<file path="src/hdl/sqlu_pkg.sv">
// ----------------------------------------------------------------------------
// sqlu_pkg
// shared types and constants for the string literal unescape block
// ----------------------------------------------------------------------------
package sqlu_pkg;

  localparam int QDEPTH = 4;
  localparam int QPTR_W = $clog2(QDEPTH);
  localparam int QCNT_W = $clog2(QDEPTH + 1);

  localparam logic [7:0] CH_QUOTE  = 8'h27;
  localparam logic [7:0] CH_BSLASH = 8'h5C;
  localparam logic [7:0] CH_ZERO   = 8'h30;
  localparam logic [7:0] CH_SEVEN  = 8'h37;
  localparam logic [7:0] CH_B      = 8'h62;
  localparam logic [7:0] CH_F      = 8'h66;
  localparam logic [7:0] CH_N      = 8'h6E;
  localparam logic [7:0] CH_R      = 8'h72;
  localparam logic [7:0] CH_T      = 8'h74;
  localparam logic [7:0] CODE_BS   = 8'h08;
  localparam logic [7:0] CODE_FF   = 8'h0C;
  localparam logic [7:0] CODE_LF   = 8'h0A;
  localparam logic [7:0] CODE_CR   = 8'h0D;
  localparam logic [7:0] CODE_TAB  = 8'h09;
  localparam logic [1:0] OCT_MAX_DIGITS = 2'd3;

  typedef enum logic [1:0] {
    MODE_NORMAL,
    MODE_QUOTE,
    MODE_BSLASH,
    MODE_OCTAL
  } mode_t;

  typedef struct packed {
    mode_t      mode;
    logic [7:0] acc;
    logic [1:0] dig;
  } scan_t;

  typedef struct packed {
    logic [7:0] data;
    logic       has;
    logic       last;
  } res_t;

  typedef struct packed {
    logic [1:0] n;
    res_t       r0;
    res_t       r1;
  } push_t;

  typedef struct packed {
    logic              valid;
    logic              room;
    logic [QCNT_W-1:0] count;
  } qstat_t;

  localparam scan_t SCAN_RESET = '{mode: MODE_NORMAL, acc: 8'h00, dig: 2'd0};

endpackage

</file>
<file path="src/hdl/sql_string_unescape.sv">
// ----------------------------------------------------------------------------
// sql_string_unescape
// streaming decoder for quoted string bodies with backslash and octal escapes
// ----------------------------------------------------------------------------
// path: an accepted input word is held in the input register, decoded, and
//   written into the result queue, whose head drives the output
// throughput: one input word per cycle while the queue has room; an item
//   yields zero to two words, drained one per cycle from a four-entry queue
// the input stage stalls only while the queue cannot take two more words
// reset: synchronous, active high; clears scan state, input stage and queue
// ----------------------------------------------------------------------------
module sql_string_unescape (
  input  logic       clk,
  input  logic       rst,
  input  logic       in_valid,
  output logic       in_ready,
  input  logic [7:0] in_byte,
  input  logic       in_last,
  output logic       out_valid,
  input  logic       out_ready,
  output logic [7:0] out_byte,
  output logic       has_byte,
  output logic       out_last
);
  import sqlu_pkg::*;

  // input register stage
  logic       s1_valid;
  logic [7:0] s1_byte;
  logic       s1_last;

  // scan state: mode, octal accumulator, octal digit count
  scan_t  st;
  scan_t  st_next;
  push_t  dec_push;
  push_t  q_push;
  res_t   head;
  qstat_t qstat;
  logic   advance;

  // stage 1 hands its word to the decoder when the queue has room for two
  assign advance  = s1_valid && qstat.room;
  assign in_ready = !s1_valid || qstat.room;

  always_ff @(posedge clk) begin
    if (rst) begin
      s1_valid <= 1'b0;
    end else if (in_ready) begin
      s1_valid <= in_valid;
    end
  end

  // payload holds while stalled, no reset needed
  always_ff @(posedge clk) begin
    if (in_valid && in_ready) begin
      s1_byte <= in_byte;
      s1_last <= in_last;
    end
  end

  always_ff @(posedge clk) begin
    if (rst) begin
      st <= SCAN_RESET;
    end else if (advance) begin
      st <= st_next;
    end
  end

  sqlu_decode u_decode (
    .st      (st),
    .byte_in (s1_byte),
    .last    (s1_last),
    .st_next (st_next),
    .push    (dec_push)
  );

  // results enter the queue only for a word that actually advances
  always_comb begin
    q_push = dec_push;
    if (!advance) begin
      q_push.n = 2'd0;
    end
  end

  sqlu_outq u_outq (
    .clk  (clk),
    .rst  (rst),
    .push (q_push),
    .pop  (out_ready),
    .head (head),
    .stat (qstat)
  );

  assign out_valid = qstat.valid;
  assign out_byte  = head.data;
  assign has_byte  = head.has;
  assign out_last  = head.last;

  // queue never overfills
  a_q_bound: assert property (@(posedge clk) disable iff (rst)
    qstat.count <= QCNT_W'(QDEPTH))
    else $error("result queue overflow");

  // a final word always produces at least one result
  a_last_result: assert property (@(posedge clk) disable iff (rst)
    (advance && s1_last) |-> (dec_push.n != 2'd0))
    else $error("end of string gave no result");

  // scan state returns to reset after the end of a string
  a_last_reset: assert property (@(posedge clk) disable iff (rst)
    (advance && s1_last) |=> (st.mode == MODE_NORMAL && st.dig == 2'd0))
    else $error("scan state not cleared after end of string");

  // an open octal run holds one or two digits
  a_oct_digits: assert property (@(posedge clk) disable iff (rst)
    (st.mode == MODE_OCTAL) |-> (st.dig == 2'd1 || st.dig == 2'd2))
    else $error("bad octal digit count");

endmodule

</file>
<file path="src/hdl/sqlu_decode.sv">
// ----------------------------------------------------------------------------
// sqlu_decode
// one-byte escape decode: next scan state and up to two result words
// ----------------------------------------------------------------------------
module sqlu_decode (
  input  sqlu_pkg::scan_t st,
  input  logic [7:0]      byte_in,
  input  logic            last,
  output sqlu_pkg::scan_t st_next,
  output sqlu_pkg::push_t push
);
  import sqlu_pkg::*;

  function automatic push_t emit(push_t p, logic [7:0] b);
    push_t q;
    q = p;
    if (p.n == 2'd0) begin
      q.r0 = '{data: b, has: 1'b1, last: 1'b0};
    end else begin
      q.r1 = '{data: b, has: 1'b1, last: 1'b0};
    end
    q.n = p.n + 2'd1;
    return q;
  endfunction

  logic       is_oct;
  logic       fresh;
  logic [7:0] acc_shift;
  logic [1:0] dig_inc;
  scan_t      nx;
  push_t      p;

  assign is_oct    = (byte_in >= CH_ZERO) && (byte_in <= CH_SEVEN);
  assign acc_shift = {st.acc[4:0], byte_in[2:0]};
  assign dig_inc   = st.dig + 2'd1;

  always_comb begin
    nx    = st;
    p     = '0;
    fresh = 1'b1;

    // octal run continues or is flushed
    if (st.mode == MODE_OCTAL) begin
      if (is_oct) begin
        nx.acc = acc_shift;
        nx.dig = dig_inc;
        if (dig_inc == OCT_MAX_DIGITS || dig_inc == 2'd0) begin
          p  = emit(p, acc_shift);
          nx = SCAN_RESET;
        end
        fresh = 1'b0;
      end else begin
        p  = emit(p, st.acc);
        nx = SCAN_RESET;
      end
    end

    if (fresh) begin
      unique case (nx.mode)
        MODE_QUOTE: begin
          p       = emit(p, byte_in);
          nx.mode = MODE_NORMAL;
        end
        MODE_BSLASH: begin
          nx.mode = MODE_NORMAL;
          if (is_oct) begin
            nx.acc  = {5'd0, byte_in[2:0]};
            nx.dig  = 2'd1;
            nx.mode = MODE_OCTAL;
          end else begin
            case (byte_in)
              CH_B:    p = emit(p, CODE_BS);
              CH_F:    p = emit(p, CODE_FF);
              CH_N:    p = emit(p, CODE_LF);
              CH_R:    p = emit(p, CODE_CR);
              CH_T:    p = emit(p, CODE_TAB);
              default: p = emit(p, byte_in);
            endcase
          end
        end
        default: begin
          if (byte_in == CH_QUOTE) begin
            nx.mode = MODE_QUOTE;
          end else if (byte_in == CH_BSLASH) begin
            nx.mode = MODE_BSLASH;
          end else begin
            p = emit(p, byte_in);
          end
        end
      endcase
    end

    // end of string: flush, mark last, return to reset state
    if (last) begin
      if (nx.mode == MODE_OCTAL && p.n < 2'd2) begin
        p = emit(p, nx.acc);
      end
      if (p.n == 2'd0) begin
        p.n  = 2'd1;
        p.r0 = '{data: 8'h00, has: 1'b0, last: 1'b1};
      end else if (p.n == 2'd1) begin
        p.r0.last = 1'b1;
      end else begin
        p.r1.last = 1'b1;
      end
      nx = SCAN_RESET;
    end
  end

  assign st_next = nx;
  assign push    = p;

endmodule

</file>
<file path="src/hdl/sqlu_outq.sv">
// ----------------------------------------------------------------------------
// sqlu_outq
// small result queue, takes up to two words per cycle, gives one
// ----------------------------------------------------------------------------
module sqlu_outq (
  input  logic             clk,
  input  logic             rst,
  input  sqlu_pkg::push_t  push,
  input  logic             pop,
  output sqlu_pkg::res_t   head,
  output sqlu_pkg::qstat_t stat
);
  import sqlu_pkg::*;

  res_t              q [QDEPTH];
  logic [QPTR_W-1:0] wr_ptr;
  logic [QPTR_W-1:0] rd_ptr;
  logic [QCNT_W-1:0] count;
  logic [QCNT_W-1:0] count_next;
  logic              do_pop;

  assign do_pop     = pop && (count != '0);
  assign count_next = count + QCNT_W'(push.n) - QCNT_W'(do_pop);

  always_ff @(posedge clk) begin
    if (rst) begin
      wr_ptr <= '0;
      rd_ptr <= '0;
      count  <= '0;
    end else begin
      wr_ptr <= wr_ptr + QPTR_W'(push.n);
      rd_ptr <= rd_ptr + QPTR_W'(do_pop);
      count  <= count_next;
    end
  end

  always_ff @(posedge clk) begin
    if (push.n != 2'd0) begin
      q[wr_ptr] <= push.r0;
    end
    if (push.n == 2'd2) begin
      q[wr_ptr + QPTR_W'(1)] <= push.r1;
    end
  end

  assign head       = q[rd_ptr];
  assign stat.valid = (count != '0);
  assign stat.room  = (count <= QCNT_W'(QDEPTH - 2));
  assign stat.count = count;

endmodule
</file>
<file path="config.mk">
export PLATFORM = sky130hd
export DESIGN_NAME = sql_string_unescape
export DESIGN_NICKNAME = d
export VERILOG_FILES = /design/src/hdl/sqlu_pkg.sv /design/src/hdl/sql_string_unescape.sv /design/src/hdl/sqlu_decode.sv /design/src/hdl/sqlu_outq.sv
export SDC_FILE = /design/constraint.sdc
export NUM_CORES = 1
export LEC_CHECK = 0
export ABC_AREA = 1
export BUFFER_PORTS_ARGS = -buffer_cell sky130_fd_sc_hd__buf_2
export CORE_MARGIN = 1.5
export CORE_UTILIZATION = 45
export DETAILED_ROUTE_END_ITERATION = 8
export MAX_ROUTING_LAYER = met4
export PLACE_DENSITY = 0.6
export SLEW_MARGIN = 20
export SYNTH_ARGS = -nofsm -noshare
export SYNTH_HDL_FRONTEND = slang
export SYNTH_HIERARCHICAL = 1
export SYNTH_SLANG_ARGS = --single-unit
</file>
<file path="constraint.sdc">
create_clock -name clk -period 6.35 [get_ports clk]
set_input_delay 0.635 -clock clk [delete_from_list [all_inputs] [get_ports clk]]
set_output_delay 0.635 -clock clk [all_outputs]
set_load 0.005 [all_outputs]
</file>
==> summary.txt, run 1 <==
Clock tree
  • Clock sink count: a little under 70
  • Post-CTS sizing: 0
  • Root Buffer: clkbuf_16
  • Cts bufs inserted: 9
  • CTS max path bufs: 2
  • Worst-skew pair later-pin latency: ~340 ps
  • TritonCTS clock tree: yes
  • Setup Buffers After CTS: 0
  • Cts hold-fix bufs: 0
  • Register clock-pin slew on the reported worst setup and hold paths: around 60 ps
  • Htree depth: 3

Die
  • Starting density of the core: between 40 and 50%
  • I/O pins: 25
  • Die W: 111 um
  • Total Die Area: roughly 12,000 sq um
  • Chip height: about 110 um
  • Rows: 39
  • Core box area: ~11,000 sq um

Setup path
  • WP data arrival: ~5000 ps
  • CP Data Required Time: between 6000 and 7000 ps
  • WS Path Type: reg -> reg
  • Crit path max fanout: 21
  • CP endpoint kind: flip-flop
  • Crit-path leading delay family: simple AND/OR/NAND/NOR gates
  • WP buf/inv: 7
  • CP max stage delay: roughly 460 ps
  • Slowest CP cell: dfxtp_1
  • Kind of start point of the critical path: flip-flop

Synthesis
  • Synthesized flop and latch total: between 60 and 70
  • Yosys cell types: between 40 and 50
  • Top cell type's share of synthesized area: 27.8%
  • Top_reg_cell synth: edfxtp_1
  • Ranking of synthesized cells by area: edfxtp_1, nand2_1, dfxtp_1
  • Avg Inst Size Synth: roughly 7.0 sq um
  • Sequential-to-total area share from yosys stat: 35.4%
  • Yosys warns: 6
  • Area leader, netlist: edfxtp_1
  • Post-synth ARST share: 0%
  • Post-Syn Nets: 779
  • Cells after Synth: 752
  • Synth Cell Area: around 5300 sq um
  • Number of synthesized flops with an enable pin: about 50

Finish
  • Post-layout nets: just under 800
  • Filler cells: 1,132
  • ANT cells: 0
  • Synth-to-Final Area Change: 8.90%
  • Layout cell share with drive strength beyond 1: between 10% and 20%

GRT
  • Gr usage total: ~27%
  • First-pass GRT wire length: roughly 25,000 um
  • Initial antenna violation count: 0
  • Largest net degree at the start of global routing: 27
  • Overflow after GRT: 0
  • Vias in the first global route: ~4.7k

STA
  • Fin. max-slew vios: 0
  • Hold Fails Final Rpt: 0
  • Slew HR: between 40% and 50%
  • Sum Neg Setup Slack: 0 ps
  • RSZ-0062 raised after global routing: false
  • Fmax: 0.202 GHz
  • Clk_skew: about 6.6 ps
  • Final setup viols: 0
  • Slew @ Worst Pin: approximately 800 ps
  • Hold slack: 470 ps
  • Fin crit share: between 70 and 80%
  • Final Critical Period: around 5000 ps

Detailed routing
  • Routed len/inst: 17.3 um
  • Number of remaining DRC errors: 0
  • Vias: between 4k and 5k
  • 1st-iter DRT viols: roughly 460
  • WL final: 15,800 um
  • Antenna Violating Nets Remaining: 0
  • Vias per inst: about 5.5
  • Drt first pass iters: 6

Pwr
  • Switching share of total power: ~40%
  • Pint: between 1 and 1.5 mW
  • Sequential share of power: about a third
  • Power Density: approximately 330 nW/um^2
  • Pleak: 2.66 nW
  • Net load switching power: approximately 0.76 mW
  • Share of total power in the clock network: roughly a quarter
  • Peak supply drop: about 240 uV
  • Gate power share: around 40%

Worst hold path
  • Hold WC Path Type: in -> reg

Place
  • RePlAce Congestion: about 0.97
  • Dpl hpwl: approximately 12,000 um
  • Number of I/O port buffers: 24

Status
  • Status: finished clean

Flow run
  • Max Cap Violations: 0
-- cell usage in the layout, fill, tap and decap left out, types with 2 or more instances in the layout --
| master | instances |
|---|---|
| nand2_1 | 206 |
| nor2_1 | 99 |
| inv_1 | 87 |
| o21ai_0 | 55 |
| edfxtp_1 | 49 |
| nand3_1 | 41 |
| buf_2 | 24 |
| o21ai_1 | 24 |
| dfxtp_1 | 20 |
| o21ai_2 | 20 |
| a21oi_1 | 15 |
| ha_1 | 13 |
| nand2_2 | 11 |
| nor2_2 | 11 |
| o22ai_1 | 11 |
| clkbuf_16 | 10 |
| nand3_2 | 8 |
| buf_4 | 7 |
| nand4_1 | 7 |
| inv_2 | 6 |
| nand2_4 | 4 |
| nor2_8 | 4 |
| nor3_1 | 4 |
| o31ai_1 | 4 |
| clkinv_2 | 3 |
| nor2_4 | 3 |
| a22oi_1 | 3 |
| o211ai_1 | 3 |
| clkinv_4 | 2 |
| clkinv_1 | 2 |
| a32oi_1 | 2 |
| xnor2_1 | 2 |
-- metrics by stage --
step / instance area [sq um] / utilization (%) / setup slack, ps / total power, mW / cells
after global placement: 5460 / 47.8 / 1720 / 1.40 / 899
final: 5760 / 50.4 / 1400 / 1.90 / 915
after detailed placement: 5460 / 47.8 / 1550 / 1.41 / 899
after CTS: 5760 / 50.4 / 1530 / 1.90 / 915
after floorplan: 5290 / - / 1950 / 1.18 / 752
after global routing: 5760 / 50.4 / 1010 / 2.03 / 915
-- registers in the layout (all words and copies together) (netlist names) --
signal,cells
u_outq/rd_ptr,2
u_outq/wr_ptr,2
s1_valid,1
st,12
u_outq/q,40
u_outq/count,3
s1_byte,8
s1_last,1
-- power groups by stage --
stage	sequential (mW)	clock, mW	combinational [mW]
global placement	0.640	0	0.755
global route	0.639	0.524	0.869
detailed placement	0.640	0	0.767
floorplan	0.621	0	0.562
CTS	0.631	0.501	0.771
finish	0.633	0.493	0.775
-- worst paths after layout --
kind | from | end | slack (ps) | cells past startpoint
worst max-delay path | st[1]$_SDFFE_PP0P_ | u_outq/q[0][0]$_DFFE_PP_ | 1400 | 26
worst min-delay path | in_byte[4] | s1_byte[4]$_DFFE_PP_ | 470 | 1
worst max register to register | st[1]$_SDFFE_PP0P_ | u_outq/q[0][0]$_DFFE_PP_ | 1400 | 26
worst min register to register | s1_valid$_SDFFE_PP0P_ | s1_valid$_SDFFE_PP0P_ | 520 | 2
-- cell usage after synthesis (3+ instances only) --
| master | n |
|---|---|
| o21ai_2 | 20 |
| nand3_2 | 8 |
| inv_2 | 6 |
| nand2_4 | 4 |
| o31ai_1 | 4 |
| nand2_1 | 206 |
| a22oi_1 | 3 |
| buf_2 | 4 |
| nand4_1 | 7 |
| edfxtp_1 | 49 |
| o22ai_1 | 11 |
| ha_1 | 13 |
| dfxtp_1 | 20 |
| nor2_4 | 3 |
| buf_6 | 8 |
| nand2_2 | 11 |
| o211ai_1 | 3 |
| o21ai_0 | 55 |
| nor2_8 | 4 |
| nor2_1 | 99 |
| a21oi_1 | 15 |
| inv_1 | 87 |
| o21ai_1 | 24 |
| buf_4 | 3 |
| nor2_2 | 11 |
| clkbuf_1 | 12 |
| nor3_1 | 4 |
| nand3_1 | 41 |
-- cell type report --
class / count / area [sq um] / share of cell area (%)
clock inverters: 5 / 32.5 / 0.565
inverters: 96 / 363 / 6.30
multi-input cells: 560 / 2880 / 49.9
flip-flops and latches: 69 / 1870 / 32.5
well taps: 143 / 179 / 3.11
clock buffers: 11 / 264 / 4.58
repair buffers: 31 / 173 / 3.00
-- cell families (layout without fill, tap and decap cells) --
logic type               count (synthesis)  in the layout  synth area share [%]
AO/OA/AOI/OAI                          142            142                  16.0
XOR/XNOR                                 3              3                 0.497
adder cells (fa/ha/maj)                 14             14                  3.45
buffers and inverters                  123            143                  10.2
flip-flops                              69             69                  35.4
AND/OR/NAND/NOR                        401            401                  34.4
-- metal layers --
layer	up-vias	wire, um	track usage [%]	part of all wire [%]
met3	39	850	4.35	5.4
li1	2489	-	-	-
met2	181	7940	46.5	50
met5	-	0	-	0
met4	0	500	11.2	3.2
met1	2285	6560	30.9	41
Power figures use the tool's default switching activity.
==> run 2, diff against run 1 <==
ABC_AREA = 0   (was 1)
PLACE_DENSITY = 0.63   (was 0.6)
clock period = 4.12 ns   (was 6.35 ns; I/O delays follow)
==> run 2 against run 1 <==
Against the previous run:
- clock-buffer cell count fell by 2
- setup slack got worse by 1200 ps
- first-iteration DRC count fell by 17%
- area after synthesis fell by 2.9%
- critical endpoint is now u_outq/q[2][8]$_DFFE_PP_
- synthesized cell count fell by 36%
==> summary.txt, run 2 <==
STA
  • Final setup viols: 0 (unchanged)
  • Hold Fails Final Rpt: 0 (unchanged)
  • Fmax: 0.254 GHz (+25%)
  • Slew HR: 37.0% (-9.5 points)
  • Slew @ Worst Pin: 944 ps (+141 ps)
  • Final Critical Period: 3940 ps (-1000 ps)
  • Fin. max-slew vios: 0 (unchanged)
  • Fin crit share: 95.7% (+18 points)
  • RSZ-0062 raised after global routing: true
  • Sum Neg Setup Slack: 0 ps (unchanged)
  • Hold slack: 251 ps (-219 ps)
  • Clk_skew: 7.47 ps (+0.823 ps)

Detailed routing
  • WL final: 13,100 um (-17%)
  • 1st-iter DRT viols: 382 (-17%)
  • Drt first pass iters: 5 (-1)
  • Vias per inst: 6.17 (+13%)
  • Routed len/inst: 19.6 um (+13%)
  • Number of remaining DRC errors: 0 (unchanged)
  • Vias: 4,107 (-18%)
  • Antenna Violating Nets Remaining: 0 (unchanged)

Synthesis
  • Yosys cell types: 85 (+100%)
  • Most frequent cell after synthesis: edfxtp_1
  • Post-Syn Nets: 509 (-35%)
  • Avg Inst Size Synth: 10.7 sq um (+52%)
  • Synth Cell Area: 5130 sq um (-2.9%)
  • Post-synth top cells: edfxtp_1, nor2_1, nand2_1
  • Yosys warns: 6 (unchanged)
  • Synthesized flop and latch total: 69 (unchanged)
  • Area leader, netlist: edfxtp_1
  • Top_reg_cell synth: edfxtp_1
  • Ranking of synthesized cells by area: edfxtp_1, dfxtp_1, mux2_4
  • Number of synthesized flops with an enable pin: 49 (unchanged)
  • Post-synth ARST share: 0% (unchanged)
  • Cells after Synth: 482 (-36%)
  • Top cell type's share of synthesized area: 28.7% (+0.83 points)
  • Sequential-to-total area share from yosys stat: 36.5% (+1.1 points)

Setup path
  • FF-to-FF path depth: 17 (-35%)
  • CP Data Required Time: 4200 ps (-2190 ps)
  • WS Path Type: reg -> reg
  • Crit path max fanout: 8 (-62%)
  • R2r setup slk: 180 ps (-1230 ps)
  • Kind of start point of the critical path: flip-flop
  • CP endpoint kind: flip-flop
  • Critical Path End: u_outq/q[2][8]$_DFFE_PP_
  • WP data arrival: 4020 ps (-960 ps)
  • FF-to-FF Start: s1_byte[7]$_DFFE_PP_
  • Worst r2r dst: u_outq/q[2][8]$_DFFE_PP_
  • CP Launch Point: s1_byte[7]$_DFFE_PP_

Status
  • Status: finished clean

Clock tree
  • Htree depth: 3 (unchanged)
  • Register clock-pin slew on the reported worst setup and hold paths: 60 ps (about the same)
  • Cts hold-fix bufs: 0 (unchanged)
  • TritonCTS clock tree: yes
  • Cts bufs inserted: 9 (unchanged)
  • Worst-skew pair later-pin latency: 340 ps (about the same)
  • Root Buffer: clkbuf_16
  • Clock sink count: 69 (unchanged)
  • CTS max path bufs: 2 (unchanged)

Place
  • Number of I/O port buffers: 24 (unchanged)
  • RePlAce Congestion: 0.953 (-1.8%)
  • Dpl hpwl: 9740 um (-20%)
  • Placed cells: 647 (-28%)

Finish
  • Filler cells: 978 (-14%)
  • Commonest non-fill, non-tap cell in the layout: edfxtp_1
  • Biggest register: u_outq/q
  • Layout cell share with drive strength beyond 1: 31.0% (+16 points)
  • ANT cells: 0 (unchanged)
  • Synth-to-Final Area Change: 14.1%
  • Most frequent cells in the layout: edfxtp_1, buf_4, nor2_1
  • Post-layout nets: 548 (-31%)
  • Largest register FFs: 40 (unchanged)
  • Biggest regs: u_outq/q: 40 flops, st: 12 flops, s1_byte: 8 flops
  • Final std cells w/o fill: 666 (-27%)

Die
  • Chip height: 110 um (-1.4%)
  • Core box area: 11,000 sq um (-3.8%)
  • Starting density of the core: 46.8% (+0.45 points)
  • Die W: 110 um (-1.4%)
  • Total Die Area: 12,100 sq um (-2.8%)
  • Rows: 38 (-2.6%)
  • I/O pins: 25 (unchanged)

Pwr
  • Pleak: 2.05 nW (-23%)
  • Peak supply drop: 237 uV (-2.7%)
  • Total power: 2.09 mW (+9.7%)
  • Power Density: 356 nW/um^2 (+7.8%)

GRT
  • Vias in the first global route: 3,971 (-16%)
  • First-pass GRT wire length: 21,000 um (-16%)
  • Gr usage total: 23.6% (-3.2 points)
  • Initial antenna violation count: 0 (unchanged)
  • Overflow after GRT: 0 (unchanged)
  • Largest net degree at the start of global routing: 28 (+3.7%)

Flow run
  • Max Cap Violations: 0 (unchanged)

Worst hold path
  • Hold WC Path Type: in -> reg
==> run 2: what timing repair did <==
item | CTS | global route
setup endpoints to repair | 0 | 71
resized for setup | 0 | 12
setup buffers | 0 | 3
==> run 2: worst min path at each step <==
stage                                      end  cells past startpoint  startpoint
after global placement    s1_byte[2]$_DFFE_PP_                      1  in_byte[2]
after global routing      s1_byte[2]$_DFFE_PP_                      1  in_byte[2]
after detailed placement  s1_byte[0]$_DFFE_PP_                      1  in_byte[0]
after floorplan            st[11]$_SDFFE_PP0P_                      1         rst
after CTS                 s1_byte[0]$_DFFE_PP_                      1  in_byte[0]
final                     s1_byte[0]$_DFFE_PP_                      1  in_byte[0]
==> run 2: logic make-up (layout without fill, tap and decap cells) <==
| kind of cell | Yosys count | count (layout) | share of synthesized area, % |
|---|---|---|---|
| flops | 69 | 69 | 36.5 |
| compound gates | 144 | 144 | 21.5 |
| xor+xnor | 7 | 7 | 1.75 |
| simple gates | 137 | 137 | 14.8 |
| buf+inv | 55 | 99 | 6.26 |
| fa+ha+maj | 14 | 14 | 3.56 |
| mux | 56 | 56 | 15.7 |
==> run 2: power breakdown <==
group | total, mW | switching, mW | internal [mW]
Clock | 0.775 | 0.306 | 0.469
Combinational | 0.440 | 0.201 | 0.239
Sequential | 0.871 | 0.0703 | 0.801
==> run 2: routing by layer <==
| layer | track usage [%] | wire length, um | part of all wire [%] | vias up |
|---|---|---|---|---|
| li1 | - | - | - | 1936 |
| met1 | 28.6 | 5660 | 43 | 1983 |
| met2 | 39.4 | 6400 | 49 | 156 |
| met3 | 3.68 | 639 | 4.9 | 32 |
| met4 | 9.37 | 381 | 2.9 | 0 |
| met5 | - | 0 | 0 | - |
==> run 2: critical path, stage by stage, from the launching register on <==
cell and delay [ps]:
edfxtp_1 470, nor2_1 240, nand2_2 110, clkinv_1 80, a21oi_2 70, ha_1 280
a211o_1 120, a21oi_1 40, a311o_1 390, ha_4 300, nand2_1 80, nor3_2 120
a21oi_1 50, and3_2 240, buf_4 150, nor4bb_4 410, buf_6 220, mux2_4 310
==> run 2: metrics by stage <==
step                      instance area (sq um)  util, %  worst slack [ps]
after floorplan                            5140        -              76.2
after global placement                     5470     49.8               202
after detailed placement                   5470     49.8              72.4
after CTS                                  5770     52.6              25.5
after global routing                       5860     53.4             -43.0
final                                      5860     53.4               178
==> run 2: layout make-up <==
cell class / instances / area [sq um] / area share [%]
tap: 140 / 175 / 2.99
inverter: 17 / 63.8 / 1.09
clock inverter: 7 / 73.8 / 1.26
sequential: 69 / 1870 / 31.9
timing repair buffer: 66 / 439 / 7.49
clock buffer: 9 / 225 / 3.84
multi-input combinational: 358 / 3010 / 51.4
==> run 3, diff against run 2 <==
CTS_BUF_LIST = sky130_fd_sc_hd__clkbuf_4   (was unset)
==> run 3 against run 2 <==
Against the previous run:
- flip-flop and latch count is the same
- setup slack lost 11 ps
- critical path depth shrank 3
- sequential power is essentially flat
- clock skew grew 12 ps
- first-iteration DRC count shrank 4.7%
- clock power shrank 41%
- clock-buffer cell count is the same
- critical endpoint is now u_outq/q[3][7]$_DFFE_PP_
- combinational power is essentially flat
- sequential share of layout area grew 0.79 points
- critical path type unchanged
==> summary.txt, run 3 (synthesized netlist as in run 2, its figures left out) <==
STA
  • Slew HR: 37.4% (+0.47 points)
  • Fin. max-slew vios: 0 (unchanged)
  • Hold Fails Final Rpt: 0 (unchanged)
  • Final setup viols: 0 (unchanged)
  • Slew @ Worst Pin: 937 ps (-6.97 ps)
  • Fin crit share: 96.0% (+0.27 points)
  • Fmax: 0.253 GHz (-0.28%)
  • Clk_skew: 19.3 ps (+11.8 ps)
  • RSZ-0062 raised after global routing: true
  • Final Critical Period: 3950 ps (+11.1 ps)

Detailed routing
  • Antenna Violating Nets Remaining: 0 (unchanged)
  • Drt first pass iters: 5 (unchanged)
  • Vias per inst: 6.22 (+0.82%)
  • WL final: 13,200 um (+0.73%)
  • Vias: 4,153 (+1.1%)
  • Routed len/inst: 19.7 um (+0.43%)
  • Number of remaining DRC errors: 0 (unchanged)
  • 1st-iter DRT viols: 364 (-4.7%)

Setup path
  • WP data arrival: 4000 ps (-20 ps)
  • Kind of start point of the critical path: flip-flop
  • Slowest CP cell: nor2b_1
  • FF-to-FF path depth: 14 (-3)
  • Crit-path leading delay family: simple AND/OR/NAND/NOR gates
  • R2r setup slk: 170 ps (about the same)
  • CP endpoint kind: flip-flop
  • CP Data Required Time: 4160 ps (-40 ps)
  • Worst r2r dst: u_outq/q[3][7]$_DFFE_PP_
  • WS Path Type: reg -> reg
  • Crit path max fanout: 10 (+2)
  • CP max stage delay: 750 ps (+280 ps)
  • Cell Chain, Critical Path: and3b_1, nand2_2, clkinv_1, a21oi_2, buf_4, ha_1, o21ai_1, a221o_1, ha_4, nand2_1, o21ai_0, and3_1, mux2i_1, nor2b_1
  • FF-to-FF Start: s1_byte[5]$_DFFE_PP_
  • WP buf/inv: 2 (-1)

Finish
  • ANT cells: 0 (unchanged)
  • Synth-to-Final Area Change: 11.4%
  • Most frequent cells in the layout: edfxtp_1, buf_4, nor2_1
  • Commonest non-fill, non-tap cell in the layout: edfxtp_1
  • Biggest regs: u_outq/q: 40 flops, st: 12 flops, s1_byte: 8 flops
  • Cell area after layout: 5720 sq um (-2.4%)
  • Biggest register: u_outq/q
  • Largest register FFs: 40 (unchanged)
  • Layout cell share with drive strength beyond 1: 31.3% (+0.26 points)
  • Post-layout nets: 550 (+0.36%)

Die
  • Die W: 110 um (unchanged)
  • I/O pins: 25 (unchanged)
  • Rows: 38 (unchanged)
  • Chip height: 110 um (unchanged)
  • Total Die Area: 12,100 sq um (unchanged)
  • Starting density of the core: 46.8% (unchanged)
  • Core box area: 11,000 sq um (unchanged)

Place
  • Placed inst area: 5470 sq um (unchanged)
  • RePlAce Congestion: 0.953 (unchanged)
  • Number of I/O port buffers: 24 (unchanged)
  • Dpl hpwl: 9740 um (unchanged)

Pwr
  • Share of total power in the clock network: 25.8% (-11 points)
  • Pint: 1.22 mW (-19%)
  • Total power: 1.77 mW (-15%)
  • Pleak: 1.99 nW (-2.9%)
  • Peak supply drop: 150 uV (-37%)
  • Gate power share: 25.0% (+3.9 points)
  • Power Density: 309 nW/um^2 (-13%)
  • Net load switching power: 0.543 mW (-6.0%)
  • Sequential share of power: 49.2% (+7.4 points)
  • Switching share of total power: 30.7% (+3.0 points)

Worst hold path
  • WHS Endpoint: s1_last$_DFFE_PP_
  • Hold Crit Start: in_last
  • Hold WC Path Type: in -> reg
  • Hold path cells: 1 (unchanged)

Flow run
  • Max Cap Violations: 0 (unchanged)

Clock tree
  • Cts hold-fix bufs: 0 (unchanged)
  • TritonCTS clock tree: yes
  • Register clock-pin slew on the reported worst setup and hold paths: 120 ps (+60 ps)
  • Root Buffer: clkbuf_4
  • Worst-skew pair later-pin latency: 420 ps (+80 ps)
  • Cts bufs inserted: 9 (unchanged)
  • Htree depth: 3 (unchanged)
  • Clock sink count: 69 (unchanged)
  • CTS max path bufs: 2 (unchanged)

GRT
  • Gr usage total: 23.4% (-0.26 points)
  • Overflow after GRT: 0 (unchanged)
  • First-pass GRT wire length: 20,800 um (-0.92%)
  • Met2 usage: 38.6% (-0.80 points)
  • Routing usage on met3: 3.79% (+0.12 points)
  • GR Util met1: 28.4% (-0.26 points)
  • GRT busiest layer: met2
  • Initial antenna violation count: 0 (unchanged)
  • Vias in the first global route: 3,969 (-0.050%)
  • Largest net degree at the start of global routing: 28 (unchanged)

Status
  • Status: finished clean
## run 3: repair_timing
item | CTS | global route
endpoints found under the setup margin | 0 | 71
setup buffers | 0 | 5
resized for setup | 0 | 12
## run 3: power by group through the flow
stage	registers (mW)	clock network, mW	logic (mW)
2_1_floorplan	0.843	0	0.372
3_3_place_gp	0.880	0	0.422
3_5_place_dp	0.887	0	0.434
4_1_cts	0.871	0.467	0.437
5_1_grt	0.882	0.497	0.489
6_report	0.869	0.456	0.442
## run 3: through the flow
| stage | hold slack (ps) | util, % | setup WS, ps | setup TNS, ps | std cells |
|---|---|---|---|---|---|
| finish | 168 | 52.1 | 167 | 0 | 668 |
| floorplan | 481 | - | 76.2 | 0 | 482 |
| global route | 131 | 52.1 | -70.9 | -981 | 668 |
| CTS | 138 | 51.1 | 33.7 | 0 | 663 |
| global placement | 590 | 49.8 | 202 | 0 | 647 |
| detailed placement | 591 | 49.8 | 72.4 | 0 | 647 |
## run 3: cell type report
cell class                 instances  area, sq um
fill                            1007         5260
multi-input combinational        358         3010
sequential                        69         1870
timing repair buffer              68          454
tap                              140          175
clock inverter                     7         73.8
clock buffer                       9         67.6
inverter                          17         63.8
## run 3: worst max path at each step
stage                                    start                  endpoint  cells past startpoint
after floorplan             st[1]$_SDFFE_PP0P_  u_outq/q[0][0]$_DFFE_PP_                     15
after global placement      st[0]$_SDFFE_PP0P_  u_outq/q[2][4]$_DFFE_PP_                     17
after detailed placement    st[0]$_SDFFE_PP0P_  u_outq/q[0][4]$_DFFE_PP_                     15
after CTS                   st[0]$_SDFFE_PP0P_  u_outq/q[0][4]$_DFFE_PP_                     15
after global routing      s1_byte[5]$_DFFE_PP_  u_outq/q[3][7]$_DFFE_PP_                     14
final                     s1_byte[5]$_DFFE_PP_  u_outq/q[3][7]$_DFFE_PP_                     14
## run 3: per-layer routing
layer  share of wire (%)  vias up
li1                    -     1939
met1                  42     2005
met2                  49      179
met3                 5.5       30
met4                 2.7        0
met5                   0        -
